### src/sv/fbc32_pkg.sv
package fbc32_pkg;

  localparam int WORD_W = 16;
  localparam logic [WORD_W-1:0] KEY_CONST = 16'h000C;

  // Control for one storage cell: a parallel load wins over a shift.
  typedef struct packed {
    logic load;
    logic shift;
  } cell_ctl_t;

  typedef logic [3:0] nibble_t;
  typedef nibble_t sbox_t [16];

  localparam sbox_t SBOX = '{
    4'hE, 4'hB, 4'h4, 4'h6, 4'hA, 4'hD, 4'h7, 4'h0,
    4'h3, 4'h8, 4'hF, 4'hC, 4'h5, 4'h9, 4'h1, 4'h2
  };

  function automatic logic [WORD_W-1:0] perm16(input logic [WORD_W-1:0] v);
    logic [WORD_W-1:0] r;
    r = ((v & 16'hC00C) >> 1)
      | ((v & 16'h2000) >> 6)
      | ((v & 16'h1000) >> 8)
      | ((v & 16'h0C00) >> 5)
      | ((v & 16'h0200) << 6)
      | ((v & 16'h0100) << 4)
      | ((v & 16'h00C0) << 3)
      | ((v & 16'h0020) >> 2)
      | ((v & 16'h0010) >> 4)
      | ((v & 16'h0002) << 10)
      | ((v & 16'h0001) << 8);
    return r;
  endfunction

  function automatic logic [WORD_W-1:0] subst16(input logic [WORD_W-1:0] v);
    logic [WORD_W-1:0] r;
    for (int i = 0; i < 4; i++) begin
      r[i*4 +: 4] = SBOX[v[i*4 +: 4]];
    end
    return r;
  endfunction

endpackage

### src/sv/feistel_block_cipher_32_unit.sv
// Channel   Direction  Payload
// in_       slave      tdata[31:0] = data_in (left half in bits 31..16)
// out_      master     tdata[31:0] = data_out; tuser[0] = bad_setting
// cfg_      slave      index 0 cipher_key, 1 round_count, 2 cipher_mode
//
// With n = min(round_count, MAX_ROUNDS), encryption and direct-key decryption run n
// rounds per block; decryption from the master key first derives the key, which
// runs on the same key chain before the rounds start.
// The single round datapath runs one Feistel round a cycle.
// Reset is synchronous, active low, and resets all registers but the cell chains.
// A finished result sits in the output register while the next block is taken;
// a block only stalls in its final state if the previous result is still waiting.
module feistel_block_cipher_32_unit #(
  parameter int MAX_ROUNDS = 32
) (
  input  logic        clk,
  input  logic        rst_n,
  input  logic        in_tvalid,
  output logic        in_tready,
  input  logic [31:0] in_tdata,     // [31:0] data_in
  output logic        out_tvalid,
  input  logic        out_tready,
  output logic [31:0] out_tdata,    // [31:0] data_out
  output logic        out_tuser,    // [0] bad_setting
  input  logic        cfg_valid,
  output logic        cfg_ready,
  input  logic [1:0]  cfg_index,
  input  logic [63:0] cfg_data
);

  localparam int W  = fbc32_pkg::WORD_W;
  localparam int CW = $clog2(MAX_ROUNDS + 1);
  localparam int EW = (CW > 6) ? CW : 6;

  localparam logic [1:0] REG_KEY    = 2'd0;
  localparam logic [1:0] REG_ROUNDS = 2'd1;
  localparam logic [1:0] REG_MODE   = 2'd2;

  localparam logic [1:0] MODE_ENC        = 2'd0;
  localparam logic [1:0] MODE_DEC_DERIVE = 2'd1;

  typedef enum logic [1:0] {
    ST_IDLE,
    ST_DERIVE,
    ST_RUN,
    ST_DONE
  } state_t;

  // Configuration registers.
  logic [63:0] key_r;
  logic [5:0]  rounds_r;
  logic [1:0]  mode_r;

  // Sequencer state and output register.
  state_t        state_r, state_nxt;
  logic [CW-1:0] cnt_r, cnt_nxt;
  logic [CW-1:0] n_r, n_nxt;
  logic          dec_r, dec_nxt;
  logic          bad_r, bad_nxt;
  logic          out_valid_r, out_valid_nxt;
  logic [31:0]   out_data_r, out_data_nxt;
  logic          out_bad_r, out_bad_nxt;

  // Cell chains: four key window words and the two cipher halves.
  fbc32_pkg::cell_ctl_t key_ctl, half_ctl;
  logic [W-1:0] key_word   [4];
  logic [W-1:0] key_load   [4];
  logic [W-1:0] key_shift  [4];
  logic [W-1:0] left_word, right_word;
  logic [W-1:0] left_load, right_load;

  logic          in_xfer, out_xfer;
  logic [EW-1:0] rounds_ext;
  logic [CW-1:0] n_sat;
  logic          shift_dec;
  logic [W-1:0]  key_fb;
  logic [W-1:0]  round_out;
  logic          out_free;

  assign cfg_ready = 1'b1;

  always_ff @(posedge clk) begin
    if (!rst_n) begin
      key_r    <= '0;
      rounds_r <= 6'd16;
      mode_r   <= MODE_ENC;
    end else if (cfg_valid && cfg_ready) begin
      case (cfg_index)
        REG_KEY:    key_r    <= cfg_data;
        REG_ROUNDS: rounds_r <= cfg_data[5:0];
        REG_MODE:   mode_r   <= cfg_data[1:0];
        default:    ;
      endcase
    end
  end

  assign in_tready = (state_r == ST_IDLE);
  assign in_xfer   = in_tvalid && in_tready;
  assign out_xfer  = out_valid_r && out_tready;
  assign out_free  = !out_valid_r || out_tready;

  // Round count saturates at the unit's round limit.
  assign rounds_ext = EW'(rounds_r);
  assign n_sat = (rounds_ext > EW'(MAX_ROUNDS)) ? CW'(MAX_ROUNDS) : CW'(rounds_ext);

  // Key derivation always uses the encryption recurrence; rounds follow the mode.
  assign shift_dec = (state_r == ST_RUN) && dec_r;
  assign key_fb = key_word[0] ^ (shift_dec ? key_word[1] : key_word[3])
                ^ fbc32_pkg::perm16(key_word[2]) ^ fbc32_pkg::KEY_CONST;

  assign round_out = fbc32_pkg::perm16(fbc32_pkg::subst16(left_word))
                   ^ right_word ^ key_word[0];

  always_comb begin
    key_ctl    = '{load: 1'b0, shift: 1'b0};
    half_ctl   = '{load: 1'b0, shift: 1'b0};
    left_load  = in_tdata[31:16];
    right_load = in_tdata[15:0];
    for (int i = 0; i < 4; i++) begin
      key_load[i] = key_r[(3-i)*W +: W];
    end

    state_nxt     = state_r;
    cnt_nxt       = cnt_r;
    n_nxt         = n_r;
    dec_nxt       = dec_r;
    bad_nxt       = bad_r;
    out_valid_nxt = out_xfer ? 1'b0 : out_valid_r;
    out_data_nxt  = out_data_r;
    out_bad_nxt   = out_bad_r;

    case (state_r)
      ST_IDLE: begin
        if (in_xfer) begin
          n_nxt   = n_sat;
          dec_nxt = (mode_r != MODE_ENC);
          bad_nxt = 1'b0;
          half_ctl.load = 1'b1;
          key_ctl.load  = 1'b1;
          if (mode_r != MODE_ENC) begin
            // Decryption swaps the halves on the way in.
            left_load  = in_tdata[15:0];
            right_load = in_tdata[31:16];
          end
          if (mode_r == MODE_DEC_DERIVE) begin
            if (n_sat < CW'(4)) begin
              bad_nxt   = 1'b1;
              state_nxt = ST_DONE;
            end else begin
              // Encryption layout; the schedule is run forward first.
              cnt_nxt   = CW'(4);
              state_nxt = ST_DERIVE;
            end
          end else begin
            if (mode_r != MODE_ENC) begin
              for (int i = 0; i < 4; i++) begin
                key_load[i] = key_r[i*W +: W];
              end
            end
            cnt_nxt   = '0;
            state_nxt = ST_RUN;
          end
        end
      end
      ST_DERIVE: begin
        if (cnt_r == n_r) begin
          // The newest four words, reversed, become the decryption window.
          key_ctl.load = 1'b1;
          for (int i = 0; i < 4; i++) begin
            key_load[i] = key_word[3-i];
          end
          cnt_nxt   = '0;
          state_nxt = ST_RUN;
        end else begin
          key_ctl.shift = 1'b1;
          cnt_nxt       = cnt_r + CW'(1);
        end
      end
      ST_RUN: begin
        if (cnt_r == n_r) begin
          state_nxt = ST_DONE;
        end else begin
          key_ctl.shift  = 1'b1;
          half_ctl.shift = 1'b1;
          cnt_nxt        = cnt_r + CW'(1);
        end
      end
      ST_DONE: begin
        if (out_free) begin
          out_valid_nxt = 1'b1;
          out_bad_nxt   = bad_r;
          if (bad_r) begin
            out_data_nxt = '0;
          end else if (dec_r) begin
            out_data_nxt = {right_word, left_word};
          end else begin
            out_data_nxt = {left_word, right_word};
          end
          state_nxt = ST_IDLE;
        end
      end
      default: begin
        state_nxt = ST_IDLE;
      end
    endcase
  end

  always_ff @(posedge clk) begin
    if (!rst_n) begin
      state_r     <= ST_IDLE;
      cnt_r       <= '0;
      n_r         <= '0;
      dec_r       <= 1'b0;
      bad_r       <= 1'b0;
      out_valid_r <= 1'b0;
      out_data_r  <= '0;
      out_bad_r   <= 1'b0;
    end else begin
      state_r     <= state_nxt;
      cnt_r       <= cnt_nxt;
      n_r         <= n_nxt;
      dec_r       <= dec_nxt;
      bad_r       <= bad_nxt;
      out_valid_r <= out_valid_nxt;
      out_data_r  <= out_data_nxt;
      out_bad_r   <= out_bad_nxt;
    end
  end

  // Key window chain: each word moves one cell toward the head every shift.
  for (genvar g = 0; g < 4; g++) begin : g_key
    if (g == 3) begin : g_tail
      assign key_shift[g] = key_fb;
    end else begin : g_body
      assign key_shift[g] = key_word[g+1];
    end
    fbc32_cell u_key_cell (
      .clk        (clk),
      .ctl        (key_ctl),
      .load_word  (key_load[g]),
      .shift_word (key_shift[g]),
      .word       (key_word[g])
    );
  end

  // Half chain: the new left half enters, the old left half moves to the right.
  fbc32_cell u_left_cell (
    .clk        (clk),
    .ctl        (half_ctl),
    .load_word  (left_load),
    .shift_word (round_out),
    .word       (left_word)
  );

  fbc32_cell u_right_cell (
    .clk        (clk),
    .ctl        (half_ctl),
    .load_word  (right_load),
    .shift_word (left_word),
    .word       (right_word)
  );

  assign out_tvalid = out_valid_r;
  assign out_tdata  = out_data_r;
  assign out_tuser  = out_bad_r;

`ifndef SYNTHESIS
  a_cnt_bound: assert property (@(posedge clk) disable iff (!rst_n)
    (state_r == ST_RUN || state_r == ST_DERIVE) |-> (cnt_r <= n_r))
    else $error("round counter ran past the round count");

  a_derive_mode: assert property (@(posedge clk) disable iff (!rst_n)
    (state_r == ST_DERIVE) |-> (dec_r && (n_r >= CW'(4))))
    else $error("key derivation entered without a valid decrypt setting");

  a_bad_zero: assert property (@(posedge clk) disable iff (!rst_n)
    (out_tvalid && out_tuser) |-> (out_tdata == 32'd0))
    else $error("flagged result carries nonzero data");

  a_accept_busy: assert property (@(posedge clk) disable iff (!rst_n)
    (in_tvalid && in_tready) |=> (state_r != ST_IDLE))
    else $error("sequencer stayed idle after a block transfer");
`endif

endmodule

### src/sv/fbc32_cell.sv
// One 16-bit cell of a shift chain: takes a parallel value or its neighbor's word.
module fbc32_cell (
  input  logic                             clk,
  input  fbc32_pkg::cell_ctl_t             ctl,
  input  logic [fbc32_pkg::WORD_W-1:0]     load_word,
  input  logic [fbc32_pkg::WORD_W-1:0]     shift_word,
  output logic [fbc32_pkg::WORD_W-1:0]     word
);

  logic [fbc32_pkg::WORD_W-1:0] word_r;

  always_ff @(posedge clk) begin
    if (ctl.load) begin
      word_r <= load_word;
    end else if (ctl.shift) begin
      word_r <= shift_word;
    end
  end

  assign word = word_r;

endmodule

### config.mk
export PLATFORM = sky130hd
export DESIGN_NAME = feistel_block_cipher_32_unit
export DESIGN_NICKNAME = d
export VERILOG_FILES = /design/src/sv/fbc32_pkg.sv /design/src/sv/feistel_block_cipher_32_unit.sv /design/src/sv/fbc32_cell.sv
export SDC_FILE = /design/constraint.sdc
export NUM_CORES = 1
export LEC_CHECK = 0
export BUFFER_PORTS_ARGS = -buffer_cell sky130_fd_sc_hd__buf_2
export CAP_MARGIN = 0
export CORE_ASPECT_RATIO = 1.1
export CORE_UTILIZATION = 35
export CTS_BUF_LIST = sky130_fd_sc_hd__clkbuf_8
export CTS_CLUSTER_DIAMETER = 40
export DETAILED_ROUTE_END_ITERATION = 12
export PLACE_DENSITY = 0.5
export SYNTH_ARGS = -nofsm -noshare
export SYNTH_HDL_FRONTEND = slang
export SYNTH_SLANG_ARGS = --single-unit
### constraint.sdc
create_clock -name clk -period 10.4 [get_ports clk]
set_input_delay 3.12 -clock clk [delete_from_list [all_inputs] [get_ports clk]]
set_output_delay 3.12 -clock clk [all_outputs]
set_load 0.01 [all_outputs]
==> Flow_metrics.wiki <==
{| class="wikitable"
! Metric !! Value
|-
| Post-route clock skew || a little over 0.02 ns
|-
| Maximum clock frequency || approximately 0.19 GHz
|-
| Std-Cell Rows || 71
|-
| Slew Limit Headroom || between 20% and 30%
|-
| Number of global-route vias before repair || 10200
|-
| Post-detailed-route wirelength per cell || 18.9 um
|-
| Area of the mapped netlist || 12400 um2
|-
| Reg-to-reg startpoint || state_r[0]$_SDFFE_PN0P_
|-
| Ratio of routed vias to standard cells || about 5.5
|-
| Largest fanout of any net on the critical path || 89
|-
| Setup slack of the worst register-to-register path || just under 7 ns
|-
| Slowest library cell on the worst path || sky130_fd_sc_hd__buf_4
|-
| Fraction of registers with async set or reset after synthesis || 0%
|-
| Die area || about 36000 um2
|-
| Horizontal die dimension || ~180 um
|-
| Critical Path Start Type || input port
|-
| CTS tree || done
|-
| RSZ-0062 raised after global routing || false
|-
| Hold Crit Class || reg2reg
|-
| Syn avg cell area || 8.47 um2
|-
| Starting Density || 35.9%
|-
| Total power per unit cell area || approximately 320 nW/um2
|-
| Post-route fraction of the period consumed by the critical path || between 50% and 60%
|-
| HPWL after detailed placement || 24300 um
|-
| Inserted Clock Buffers || 46
|-
| Number of stages on the worst hold path || 2
|-
| Core box area || 34600 um2
|-
| Worst min-delay path endpoint || n_r[1]$_SDFFE_PN0P_
|-
| Buffers plus inverters on the worst setup path || 2
|-
| Post-synthesis to final-layout area growth || 15.7%
|-
| Distinct cell type count after synthesis || 61
|-
| Critical path arrival || 5.65 ns
|-
| First-pass DRT Iterations || 6
|-
| Total congestion overflow after global routing || 0
|-
| Max incr delay on CP || 0.82 ns
|-
| Overall Global Routing Usage || approximately a fifth
|-
| Global placer's final weighted congestion || 0.805
|-
| Number of antenna violations at the first check in global routing || 0
|-
| Max-slew violation count || 0
|-
| Commonest cells after routing, fill and taps aside || sky130_fd_sc_hd__a21oi_1, sky130_fd_sc_hd__nand2_1, sky130_fd_sc_hd__buf_2
|-
| Total number of vias || ~11000
|-
| Height of the chip || between 150 and 200 um
|-
| Root buffer cell || sky130_fd_sc_hd__clkbuf_8
|-
| Main flop type after synthesis || sky130_fd_sc_hd__dfxtp_1
|-
| Worst-margin pin slew || around 1.2 ns
|-
| DRC violations left || 0
|-
| Worst IR Drop VDD || about 0.19 mV
|-
| Post-Syn Nets || 1598
|-
| Count of flip-flops with a built-in enable after synthesis || 96
|-
| Reg2reg path depth || 7
|-
| Wire length after detailed routing || between 30000 and 40000 um
|-
| Summed negative setup slack over all endpoints || 0 ns
|-
| Worst min-delay path startpoint || n_r[1]$_SDFFE_PN0P_
|-
| Critical path's top delay family || buffers and inverters
|-
| Maximum level of the CTS H-tree || 2
|-
| Number of hold-repair buffers added at the cts stage || 0
|-
| Leakage || approximately 5.7 nW
|-
| Count of boundary I/O pins || ~140
|-
| Critical Path, Cell by Cell || buf_2 > and2_4 > buf_4 > o31ai_4 > a22o_1 > a21o_1
|-
| Setup Viol. Count Final || 0
|-
| Critical register-to-register path endpoint || g_key[1].u_key_cell.word[10]$_DFFE_PP_
|-
| Worst-Skew Late Latency || between 0.5 and 0.6 ns
|-
| Startpoint-to-endpoint class of the critical path || in2reg
|-
| Largest net degree at the start of global routing || 90
|-
| Number of nets with antenna violations after detailed routing || 0
|-
| Type of destination of the critical path || flip-flop
|-
| Clock sink count || around 220
|-
| Share of post-route cells with drive strength above 1 || 16.2%
|-
| I/O Buffers || 137
|-
| Count of instances resized after the clock tree is built || 0
|-
| Number of buffers added for setup after CTS || 0
|-
| Shortest clock period the worst path allows after layout || about 5.3 ns
|-
| Clk slew on worst S/H paths || roughly 0.05 ns
|-
| Yosys warnings || 0
|-
| Required time at the worst-slack endpoint || 10.72 ns
|-
| Number of nets in the layout || between 1500 and 2000
|-
| Post-layout utilization of the core || approximately two fifths
|-
| Mapped Cells || around 1500
|-
| Total inserted antenna cells || 0
|-
| Global-route wire length before repair || about 59000 um
|-
| Final number of hold-violating endpoints || 0
|-
| Outcome || finished, final reports clean
|-
| Number of DRC violations after detailed-routing iteration 0 || around 950
|-
| Flops & latches, synth || 218
|-
| Number of max-cap violations || 0
|-
| Commonest non-fill, non-tap cell in the layout || sky130_fd_sc_hd__a21oi_1
|-
| Post-route total power || 4.52 mW
|-
| Clock Path Buffers || 3
|-
| Seq/Total Area, Yosys || roughly 43%
|}
==> state kept, by name, summed over array words and instances (netlist names) <==
name,cells
u_left_cell.word,16
n_r,6
u_right_cell.word,16
state_r,2
dec_r,1
cnt_r,6
bad_r,1
key_r,64
g_key.u_key_cell.word,64
out_tvalid,1
mode_r,2
rounds_ext,6
out_tuser,1
out_tdata,32
==> per-layer routing <==
| metal | vias up | track usage [%] | wire length, um |
|---|---|---|---|
| met5 | - | 0 | 0 |
| met4 | 0 | 6.91 | 928 |
| met3 | 66 | 3.43 | 2160 |
| met2 | 396 | 33.1 | 17200 |
| met1 | 5348 | 28.9 | 18000 |
| li1 | 5417 | - | - |
==> power by group <==
| group | total (mW) | internal [mW] | switching (mW) |
|---|---|---|---|
| logic | 1.84 | 0.799 | 1.04 |
| clock network | 1.00 | 0.595 | 0.410 |
| registers | 1.68 | 1.34 | 0.345 |
| total | 4.52 | 2.73 | 1.79 |
==> stage by stage <==
stage	area (um2)	worst slack (ns)	hold slack (ns)	std cells
final	14300	5.07	0.472	2026
after detailed placement	13300	4.51	0.465	1941
after global placement	13300	4.55	0.460	1941
after floorplan	12400	5.12	0.444	1464
after global routing	14300	4.88	0.488	2026
after CTS	14300	5.10	0.473	2026
==> cell usage after synthesis, types with 5 or more instances <==
| master | number | area share, % |
|---|---|---|
| sky130_fd_sc_hd__ha_1 | 31 | 3.1 |
| sky130_fd_sc_hd__nand3b_1 | 5 | 0.30 |
| sky130_fd_sc_hd__clkbuf_1 | 90 | 2.7 |
| sky130_fd_sc_hd__dfxtp_1 | 122 | 20 |
| sky130_fd_sc_hd__buf_1 | 8 | 0.24 |
| sky130_fd_sc_hd__a31oi_1 | 56 | 2.8 |
| sky130_fd_sc_hd__a221oi_1 | 6 | 0.42 |
| sky130_fd_sc_hd__a22o_1 | 17 | 1.2 |
| sky130_fd_sc_hd__and3_1 | 7 | 0.35 |
| sky130_fd_sc_hd__inv_1 | 26 | 0.79 |
| sky130_fd_sc_hd__a21oi_1 | 246 | 9.9 |
| sky130_fd_sc_hd__nand3_1 | 6 | 0.24 |
| sky130_fd_sc_hd__a21o_1 | 31 | 1.9 |
| sky130_fd_sc_hd__nor3_1 | 37 | 1.5 |
| sky130_fd_sc_hd__o21ai_0 | 60 | 2.4 |
| sky130_fd_sc_hd__buf_2 | 10 | 0.40 |
| sky130_fd_sc_hd__nand2b_1 | 5 | 0.25 |
| sky130_fd_sc_hd__edfxtp_1 | 96 | 23 |
| sky130_fd_sc_hd__a211oi_1 | 9 | 0.55 |
| sky130_fd_sc_hd__mux4_2 | 7 | 1.3 |
| sky130_fd_sc_hd__nor2_1 | 117 | 3.5 |
| sky130_fd_sc_hd__nor3b_1 | 5 | 0.30 |
| sky130_fd_sc_hd__nand2_1 | 243 | 7.4 |
| sky130_fd_sc_hd__o22ai_1 | 35 | 1.8 |
| sky130_fd_sc_hd__a22oi_1 | 12 | 0.73 |
| sky130_fd_sc_hd__xnor2_1 | 52 | 3.7 |
| sky130_fd_sc_hd__xor2_1 | 17 | 1.2 |
| sky130_fd_sc_hd__mux2i_1 | 57 | 4.6 |
==> cell families (layout without fill, tap and decap cells) <==
| logic type | Yosys count | in the layout | synth area share (%) |
|---|---|---|---|
| AOI/OAI and AO/OA | 489 | 489 | 23.0 |
| xor gates and xnor gates | 70 | 70 | 5.01 |
| adders and majority gates | 31 | 31 | 3.13 |
| buffers and inverters | 142 | 266 | 4.58 |
| DFF | 218 | 218 | 43.0 |
| muxes | 66 | 66 | 6.06 |
| other | 1 | 1 | 0.0303 |
| and+or+nand+nor | 447 | 447 | 15.2 |
==> layout make-up <==
cell class,instances,area (um2)
Clock buffer,57,785
Clock inverter,28,229
Fill cell,3559,20200
Inverter,27,104
Multi-Input combinational cell,1104,6540
Sequential cell,218,5330
Tap cell,438,548
Timing Repair Buffer,154,813
==> worst min-delay path, delay by kind of cell, from the launching register on <==
kind	cells	cell delay, ns
simple gates	1	0.06
compound gates	1	0.05
flops	1	0.32
==> worst max-delay path by stage <==
stage	from	to	slack (ns)	depth (start not counted)
3_3_place_gp	in_tvalid	g_key[1].u_key_cell.word[10]$_DFFE_PP_	4.55	6
6_report	in_tvalid	g_key[1].u_key_cell.word[10]$_DFFE_PP_	5.07	6
2_1_floorplan	in_tvalid	u_left_cell.word[0]$_DFFE_PP_	5.12	3
3_5_place_dp	in_tvalid	g_key[1].u_key_cell.word[2]$_DFFE_PP_	4.51	6
5_1_grt	in_tvalid	g_key[3].u_key_cell.word[14]$_DFFE_PP_	4.88	6
4_1_cts	in_tvalid	g_key[1].u_key_cell.word[10]$_DFFE_PP_	5.10	6
(Power assumes the default switching activity.)
